**src/hw/rtl/cac_pkg.sv**
```systemverilog
// shared types, codes and constants for the coloured arc closure insert core
package cac_pkg;

  // sizes
  localparam int MAX_VERTICES = 12;
  localparam int NUM_COLOURS  = 4;
  localparam int VERT_W       = 4;
  localparam int COLOUR_W     = 2;
  localparam int ENTRY_W      = 3;
  localparam int COUNT_W      = 8;
  localparam int HIGH_W       = 3;
  localparam int CIDX_W       = (NUM_COLOURS > 1) ? $clog2(NUM_COLOURS) : 1;
  localparam int ADDR_W       = 3;
  localparam int DATA_W       = 32;

  localparam logic [COUNT_W-1:0]  ARC_LIMIT    = COUNT_W'(132);
  localparam logic [VERT_W-1:0]   MIN_VERTICES = VERT_W'(3);
  localparam logic [VERT_W-1:0]   MAX_VERT_CNT = VERT_W'(MAX_VERTICES);
  localparam logic [COLOUR_W:0]   COLOUR_LIMIT = (COLOUR_W + 1)'(NUM_COLOURS);

  // request actions
  localparam logic [1:0] ACT_PROBE  = 2'd0;
  localparam logic [1:0] ACT_INSERT = 2'd1;
  localparam logic [1:0] ACT_CLEAR  = 2'd2;

  // reject reasons
  localparam logic [1:0] REASON_NONE    = 2'd0;
  localparam logic [1:0] REASON_RAINBOW = 2'd1;
  localparam logic [1:0] REASON_REACH   = 2'd2;
  localparam logic [1:0] REASON_BAD     = 2'd3;

  // register indexes
  localparam logic REG_VERTEX_COUNT  = 1'b0;
  localparam logic REG_RAINBOW_GUARD = 1'b1;

  // colour matrix entry: colour plus one, zero for no arc
  typedef logic [ENTRY_W-1:0] entry_t;
  typedef entry_t [MAX_VERTICES-1:0] entry_row_t;

  // reachability rows for one colour
  typedef logic [MAX_VERTICES-1:0] reach_row_t;
  typedef reach_row_t [MAX_VERTICES-1:0] reach_set_t;

  // identity closure: row x holds only bit x
  function automatic reach_set_t identity_set();
    reach_set_t s;
    s = '0;
    for (int x = 0; x < MAX_VERTICES; x++) begin
      s[x][x] = 1'b1;
    end
    return s;
  endfunction

endpackage

```
**src/hw/rtl/coloured_arc_closure_insert_core.sv**
```systemverilog
// coloured arc insert with incremental per-colour reachability closure
//
//   channel  | signals                                        | direction
//   ---------+------------------------------------------------+----------
//   in       | in_valid, in_ready, action, tail_vertex, ...   | request in
//   out      | out_valid, out_ready, accepted, reject_reason  | result out
//   config   | psel, penable, pwrite, paddr, pwdata, prdata   | APB slave
//
// one request per cycle sustained while the result side is not stalled; the
// input register loads at the edge that takes the request and the result
// register loads from it when the result side has room
// the whole check and closure update is one pass of bit-parallel logic
// over the twelve rows of the request's colour, so state written by one
// request is seen by the very next one
// rst is synchronous: the store returns to the identity closure, counts to
// zero, vertex_count to 12 and rainbow_guard to 0 in the same edge
// a stalled result holds the input register, which then stalls the input
module coloured_arc_closure_insert_core (
  input  logic                          clk,
  input  logic                          rst,
  // request channel
  input  logic                          in_valid,
  output logic                          in_ready,
  input  logic [1:0]                    action,
  input  logic [cac_pkg::VERT_W-1:0]    tail_vertex,
  input  logic [cac_pkg::VERT_W-1:0]    head_vertex,
  input  logic [cac_pkg::COLOUR_W-1:0]  colour,
  // result channel
  output logic                          out_valid,
  input  logic                          out_ready,
  output logic                          accepted,
  output logic [1:0]                    reject_reason,
  output logic [cac_pkg::HIGH_W-1:0]    colours_in_use,
  output logic [cac_pkg::COUNT_W-1:0]   arcs_placed,
  // configuration port
  input  logic                          psel,
  input  logic                          penable,
  input  logic                          pwrite,
  input  logic [cac_pkg::ADDR_W-1:0]    paddr,
  input  logic [cac_pkg::DATA_W-1:0]    pwdata,
  output logic [cac_pkg::DATA_W-1:0]    prdata,
  output logic                          pready
);

  // configuration registers
  logic [cac_pkg::VERT_W-1:0]   vertex_count;
  logic                         rainbow_guard;

  // store: out_rows[t][h] and in_cols[h][t] both hold the colour of t->h
  cac_pkg::entry_row_t          out_rows [cac_pkg::MAX_VERTICES];
  cac_pkg::entry_row_t          in_cols  [cac_pkg::MAX_VERTICES];
  cac_pkg::reach_set_t          reach    [cac_pkg::NUM_COLOURS];
  logic [cac_pkg::HIGH_W-1:0]   colour_high;
  logic [cac_pkg::COUNT_W-1:0]  arc_counter;

  // input register
  logic                         s1_valid;
  logic [1:0]                   s1_action;
  logic [cac_pkg::VERT_W-1:0]   s1_tail;
  logic [cac_pkg::VERT_W-1:0]   s1_head;
  logic [cac_pkg::COLOUR_W-1:0] s1_colour;

  // check and update logic
  logic                         advance;
  logic [cac_pkg::VERT_W-1:0]   n_act;
  logic [cac_pkg::CIDX_W-1:0]   cidx;
  cac_pkg::entry_t              c_code;
  logic                         bad;
  logic                         rainbow;
  logic                         reach_hit;
  cac_pkg::reach_set_t          cur;
  cac_pkg::reach_row_t          succ;
  cac_pkg::reach_set_t          nxt;
  logic [cac_pkg::VERT_W-1:0]   pred_idx;
  logic [1:0]                   reason;
  logic                         commit;
  logic [cac_pkg::HIGH_W-1:0]   colour_high_next;
  logic [cac_pkg::COUNT_W-1:0]  arc_counter_next;
  cac_pkg::entry_t              p;
  cac_pkg::entry_t              q;

  // handshake
  assign advance  = s1_valid && (!out_valid || out_ready);
  assign in_ready = !s1_valid || advance;
  assign pready   = 1'b1;

  // register read
  always_comb begin
    case (paddr[2])
      cac_pkg::REG_VERTEX_COUNT:  prdata = cac_pkg::DATA_W'(vertex_count);
      cac_pkg::REG_RAINBOW_GUARD: prdata = cac_pkg::DATA_W'(rainbow_guard);
      default:                    prdata = '0;
    endcase
  end

  // vertex count clamped to the supported range
  always_comb begin
    if (vertex_count < cac_pkg::MIN_VERTICES) begin
      n_act = cac_pkg::MIN_VERTICES;
    end else if (vertex_count > cac_pkg::MAX_VERT_CNT) begin
      n_act = cac_pkg::MAX_VERT_CNT;
    end else begin
      n_act = vertex_count;
    end
  end

  assign cidx   = cac_pkg::CIDX_W'(s1_colour);
  assign c_code = cac_pkg::ENTRY_W'(s1_colour) + cac_pkg::ENTRY_W'(1);

  // bad vertex, tail equal to head, or colour outside the palette
  assign bad = (s1_tail >= n_act) || (s1_head >= n_act) || (s1_tail == s1_head) ||
               ({1'b0, s1_colour} >= cac_pkg::COLOUR_LIMIT);

  // rainbow triangle through any third vertex w: head->w, w->tail
  always_comb begin
    rainbow = 1'b0;
    p = '0;
    q = '0;
    for (int w = 0; w < cac_pkg::MAX_VERTICES; w++) begin
      p = out_rows[s1_head][w];
      q = in_cols[s1_tail][w];
      if ((cac_pkg::VERT_W'(w) < n_act) && (p != '0) && (q != '0) &&
          (p != c_code) && (q != c_code) && (p != q)) begin
        rainbow = 1'b1;
      end
    end
  end

  // close the new arc into the colour's rows and look for a cycle predecessor
  always_comb begin
    cur       = reach[cidx];
    succ      = cur[s1_head];
    nxt       = cur;
    reach_hit = 1'b0;
    pred_idx  = '0;
    for (int x = 0; x < cac_pkg::MAX_VERTICES; x++) begin
      if ((cac_pkg::VERT_W'(x) < n_act) && cur[x][s1_tail]) begin
        nxt[x] = cur[x] | succ;
      end
    end
    for (int x = 0; x < cac_pkg::MAX_VERTICES; x++) begin
      pred_idx = (x == 0) ? (n_act - cac_pkg::VERT_W'(1)) : cac_pkg::VERT_W'(x - 1);
      if ((cac_pkg::VERT_W'(x) < n_act) && nxt[x][pred_idx]) begin
        reach_hit = 1'b1;
      end
    end
  end

  // reason in priority order
  always_comb begin
    if (s1_action == cac_pkg::ACT_CLEAR) begin
      reason = cac_pkg::REASON_NONE;
    end else if (bad) begin
      reason = cac_pkg::REASON_BAD;
    end else if (rainbow_guard && rainbow) begin
      reason = cac_pkg::REASON_RAINBOW;
    end else if (reach_hit) begin
      reason = cac_pkg::REASON_REACH;
    end else begin
      reason = cac_pkg::REASON_NONE;
    end
  end

  assign commit = (s1_action == cac_pkg::ACT_INSERT) && (reason == cac_pkg::REASON_NONE);

  // counts after this request
  always_comb begin
    colour_high_next = colour_high;
    arc_counter_next = arc_counter;
    if (s1_action == cac_pkg::ACT_CLEAR) begin
      colour_high_next = '0;
      arc_counter_next = '0;
    end else if (commit) begin
      if (c_code > colour_high) begin
        colour_high_next = c_code;
      end
      if (arc_counter < cac_pkg::ARC_LIMIT) begin
        arc_counter_next = arc_counter + cac_pkg::COUNT_W'(1);
      end
    end
  end

  // configuration writes
  always_ff @(posedge clk) begin
    if (rst) begin
      vertex_count  <= cac_pkg::MAX_VERT_CNT;
      rainbow_guard <= 1'b0;
    end else if (psel && penable && pwrite && pready) begin
      case (paddr[2])
        cac_pkg::REG_VERTEX_COUNT:  vertex_count  <= pwdata[cac_pkg::VERT_W-1:0];
        cac_pkg::REG_RAINBOW_GUARD: rainbow_guard <= pwdata[0];
        default: ;
      endcase
    end
  end

  // input register
  always_ff @(posedge clk) begin
    if (rst) begin
      s1_valid <= 1'b0;
    end else if (in_ready) begin
      s1_valid <= in_valid;
    end
    if (in_valid && in_ready) begin
      s1_action <= action;
      s1_tail   <= tail_vertex;
      s1_head   <= head_vertex;
      s1_colour <= colour;
    end
  end

  // result register
  always_ff @(posedge clk) begin
    if (rst) begin
      out_valid <= 1'b0;
    end else if (advance) begin
      out_valid <= 1'b1;
    end else if (out_ready) begin
      out_valid <= 1'b0;
    end
    if (advance) begin
      accepted       <= (reason == cac_pkg::REASON_NONE);
      reject_reason  <= reason;
      colours_in_use <= colour_high_next;
      arcs_placed    <= arc_counter_next;
    end
  end

  // store update: reset or clear, or commit of an accepted insert
  always_ff @(posedge clk) begin
    if (rst || (advance && s1_action == cac_pkg::ACT_CLEAR)) begin
      for (int i = 0; i < cac_pkg::MAX_VERTICES; i++) begin
        out_rows[i] <= '0;
        in_cols[i]  <= '0;
      end
      for (int k = 0; k < cac_pkg::NUM_COLOURS; k++) begin
        reach[k] <= cac_pkg::identity_set();
      end
      colour_high <= '0;
      arc_counter <= '0;
    end else if (advance && commit) begin
      out_rows[s1_tail][s1_head] <= c_code;
      in_cols[s1_head][s1_tail]  <= c_code;
      reach[cidx]                <= nxt;
      colour_high                <= colour_high_next;
      arc_counter                <= arc_counter_next;
    end
  end

  // a result flag agrees with its reason
  assert property (@(posedge clk) disable iff (rst)
    out_valid |-> (accepted == (reject_reason == cac_pkg::REASON_NONE)))
    else $error("accepted flag disagrees with reject reason");

  // the arc counter saturates
  assert property (@(posedge clk) disable iff (rst)
    arc_counter <= cac_pkg::ARC_LIMIT)
    else $error("arc counter beyond its limit");

  // a clear leaves zero counts
  assert property (@(posedge clk) disable iff (rst)
    (advance && s1_action == cac_pkg::ACT_CLEAR) |=> (arc_counter == '0 && colour_high == '0))
    else $error("clear did not reset the counts");

  // a rejected request leaves the counts alone
  assert property (@(posedge clk) disable iff (rst)
    (advance && reason != cac_pkg::REASON_NONE) |=> ($stable(arc_counter) && $stable(colour_high)))
    else $error("rejected request changed the store");

  // the result shows the committed counts
  assert property (@(posedge clk) disable iff (rst)
    advance |=> (arcs_placed == arc_counter && colours_in_use == colour_high))
    else $error("result counts differ from the store");

endmodule

```
**config.mk**
```make
export PLATFORM = sky130hd
export DESIGN_NAME = coloured_arc_closure_insert_core
export DESIGN_NICKNAME = d
export VERILOG_FILES = /design/src/hw/rtl/cac_pkg.sv /design/src/hw/rtl/coloured_arc_closure_insert_core.sv
export SDC_FILE = /design/constraint.sdc
export NUM_CORES = 2
export LEC_CHECK = 0
export BUFFER_PORTS_ARGS = -buffer_cell sky130_fd_sc_hd__buf_4
export CAP_MARGIN = 20
export CORE_AREA = 2 2 497 351
export DETAILED_ROUTE_END_ITERATION = 10
export DIE_AREA = 0 0 499 353
export PLACE_DENSITY = 0.65
export RECOVER_POWER = 100
export SLEW_MARGIN = 40
export SYNTH_ARGS = -nofsm -noshare
export SYNTH_HDL_FRONTEND = slang
export SYNTH_SLANG_ARGS = --single-unit
```
**constraint.sdc**
```tcl
create_clock -name clk -period 19.55 [get_ports clk]
set_clock_uncertainty 0.1 [all_clocks]
set_input_delay 0.9775 -clock clk [delete_from_list [all_inputs] [get_ports clk]]
set_output_delay 0.9775 -clock clk [all_outputs]
set_load 0.01 [all_outputs]
```
==> metrics.md <==
| Metric | Value |
|---|---|
| Status | `finished with violations` |
| Violated checks | `capacitance limit, slew limit` |
| Synth top area cells | `edfxtp_1, mux4_2, nor3_1, nor2_1, mux2i_1` |
| Xor/xnor share of the synthesized area | `0.00916` |
| Crit path from | `cidx[0]$_DFFE_PP_` |
| EDFF count, synth | `1754` |
| Worst r2r dst | `reach[1][73]$_SDFFCE_PN0P_` |
| Primary FF master, synth | `edfxtp_1` |
| Cells after synthesis | `6072` |
| Core Region | `172000 sq um` |
| Synth top area share | `0.619` |
| Detailed Routing Iterations Pass 1 | `7` |
| Post-synthesis compound-gate area fraction | `0.0719` |
| H-tree Lvls | `4` |
| Routed via count | `57200` |
| Yosys warns | `0` |
| Clk root buf | `clkbuf_16` |
| Cts bufs inserted | `174` |
| Critical path class | `flop to flop` |
| Multi-input logic area | `28500 sq um` |
| First DRT Iteration DRCs | `10600` |
| Unrepaired setup endpoints after global routing | `no` |
| Final hold violations | `0` |
| Achievable Freq | `0.0676 GHz` |
| Vias per inst | `6.88` |
| Placed cells | `7979` |
| Detailed placement HPWL | `173000 um` |
| WL per Instance | `33.7 um` |
| # DRC | `0` |
| Die span in x | `499 um` |
| Worst EP arrival | `15.10 ns` |
| DIE AREA | `176000 sq um` |
| Worst-path fanout max | `75` |
| CTS tree | `yes` |
| First-pass GRT wire length | `396000 um` |
| Pre-CTS setup slack | `9.80 ns` |
| Setup Total Neg Slack | `0 ns` |
| Post-CTS Setup Inserts | `0` |
| Total track usage | `0.313` |
| Hold Startpoint | `action[1]` |
| Hold_buf cts | `0` |
| Synth area leader | `edfxtp_1` |
| Largest net degree at the start of global routing | `190` |
| Starting utilization of the core area | `0.494` |
| Post-Synth Simple-Gate Area | `0.114` |
| Top-count cell post-synth | `edfxtp_1` |
| WP data required | `19.85 ns` |
| Cells along the critical path | `clkbuf_1 > clkinvlp_2 > clkbuf_1 > xnor2_1 > nand3_1 > nand4_1 > o211ai_1 > nor4_1 > a31o_2 > buf_4 > nand4b_1 > buf_12 > clkbuf_1 > nor2_1` |
| Combinational family with the most area after synthesis | `multiplexers` |
| Final RePlAce weighted congestion | `0.987` |
| Synth unique cells | `92` |
| Sequential element share of the synthesized area | `0.626` |
| Post-route setup slack | `4.75 ns` |
| Global route overflow | `0` |
| RR Startpoint | `cidx[0]$_DFFE_PP_` |
| WHS Endpoint | `s1_action[1]$_DFFE_PP_` |
| Mean Syn Cell Area | `14.0 sq um` |
| Cell area after synthesis | `85100 sq um` |
| Startpoint types | `flop` |
| Layout cell share with drive strength beyond 1 | `0.164` |
| Clk Latency, worst-skew pair | `0.86 ns` |
| Register Area | `53300 sq um` |
| CTS resizes | `0` |
| Clock sinks | `1782` |
| Multiplexer share of the synthesized area | `0.137` |
| P&R area growth vs syn | `8.43%` |
| Post-synthesis adder-cell area fraction | `0.00250` |
| Finish-stage setup viols | `0` |
| Crit path top cell by count | `clkbuf_1` |
| Slowest-stage cell, CP | `clkinvlp_2` |
| Synth async-reset ratio | `0` |
| Setup crit end kind | `flop` |
| Slew HR | `-3.54` |
| Post-Route WL | `280000 um` |
| #FFs+latches synth | `1782` |
| Remaining antenna violation count | `0` |
| Slowest Stage Delay on Critical Path | `4.13 ns` |
| Slew @ Worst Pin | `6.81 ns` |
| R2R Setup Slk | `4.75 ns` |
| Max IR drop VDD | `0.0000711 V` |
| Die H | `353 um` |
| NumNets Final | `5956` |
| Vias in the first global route | `53600` |
| Non-Filler Instances | `8312` |
| Pins over their slew limit | `1154` |
| Hold/Removal Path Class | `primary input to flop` |
| Initial antenna violation count | `14` |
| Synth cell count leaders | `edfxtp_1, nor2_1, nor3_1` |
| Worst r2r path cells | `14` |
| Row cnt | `128` |
| Static Leak | `29.9 nW` |
| Max clock buf depth | `3` |
| P per Cell Area | `96.9 nW/um^2` |
| Clk pin slew, worst setup/hold paths | `0.06 ns` |
| Number of fillers in the final layout | `14000` |
| Hold depth | `1` |
| Post-route clock period utilization | `0.757` |
| I/O Pins | `103` |
| Max-Cap Viols | `23` |
| Final min period | `14.80 ns` |
| # port buffers | `43` |
worst max-delay path, delay by kind of cell, from the launching register on:
kind	cells	cell delay (ns)
buffers and inverters	6	11.17
AND/OR/NAND/NOR	5	0.96
AO/OA/AOI/OAI	2	0.77
XOR/XNOR	1	0.44
flip-flops	1	0.42
cells by family (layout without fill, tap and decap cells):
group / after synthesis / in the layout
flip-flops: 1782 / 1782
XOR/XNOR: 89 / 89
multiplexers: 613 / 613
buffers and inverters: 741 / 599
other: 2 / 109
adder cells (fa/ha/maj): 17 / 17
AND/OR/NAND/NOR: 2007 / 2007
AO/OA/AOI/OAI: 821 / 821
where the power goes:
group | switching [mW] | total [mW] | internal [mW]
sequential | 0.0659 | 4.40 | 4.33
clock | 1.51 | 3.44 | 1.93
combinational | 0.752 | 1.11 | 0.354
total | 2.33 | 8.94 | 6.61
routing by layer:
layer	vias to the layer above	wire, um	part of all wire	GRT usage
met2	4501	113000	0.40	0.418
met3	590	47000	0.17	0.117
met5	-	71	0.00025	0
met4	10	10300	0.037	0.0991
li1	23100	-	-	-
met1	29000	109000	0.39	0.471
through the flow:
stage           util  hold WS, ns  power, mW  cell area (sq um)
6_report       0.536        0.247       8.94              92300
5_1_grt        0.536        0.226       9.14              92200
4_1_cts        0.541        0.181       8.91              93100
3_5_place_dp   0.508        0.377       5.54              87500
3_3_place_gp   0.507        0.379       5.52              87200
2_1_floorplan      -        0.356       5.14              85500
layout by cell type (no fill, tap or decap), types with 15 or more instances in the layout:
cell / count
clkbuf_1: 96
clkinv_1: 37
mux2i_1: 145
dfxtp_1: 18
a211o_1: 32
nor2_1: 795
nand2b_1: 34
bufinv_16: 18
nor2b_1: 30
nand4b_1: 19
nand2_2: 22
mux2_2: 26
o211ai_1: 19
mux4_2: 436
clkinv_2: 20
conb_1: 101
a221oi_1: 17
inv_1: 50
ha_1: 17
a22oi_1: 107
buf_6: 15
clkbuf_16: 177
a31oi_1: 18
nand4_1: 29
o21ai_0: 93
a22o_1: 29
nor3_1: 708
o31ai_1: 209
edfxtp_1: 1754
a21oi_1: 180
xor2_1: 31
nand2_1: 147
buf_4: 138
nand3_1: 72
xnor2_1: 58
and2_1: 16
worst max-delay path by stage:
stage                                      to  slack (ns)  cells past startpoint
6_report           reach[1][73]$_SDFFCE_PN0P_        4.75                     14
5_1_grt            reach[1][49]$_SDFFCE_PN0P_        4.80                     13
4_1_cts         in_cols[11][19]$_SDFFCE_PN0P_        9.70                     20
3_5_place_dp    in_cols[11][18]$_SDFFCE_PN0P_        9.80                     20
3_3_place_gp   out_rows[11][28]$_SDFFCE_PN0P_        9.28                     19
2_1_floorplan           reach[3][0]$_DFFE_PP_        3.83                     12
sequential cells by signal, indices dropped and copies added (netlist names), 3 cells and up, named ones only:
name / cells
s1_tail: 4
out_rows: 576
s1_head: 4
vertex_count: 4
in_cols: 576
arc_counter: 8
reach: 576
arcs_placed: 8
colour_high: 3
colours_in_use: 3
final cells by class:
class	instances	area share
sequential	1782	0.577
multi-input combinational	3648	0.309
clock buffer	226	0.0504
tap	2275	0.0309
timing repair buffer	223	0.0191
clock inverter	94	0.0109
inverter	56	0.00231
antenna	8	0.000217
No activity file was read; power rests on OpenSTA's default activity.
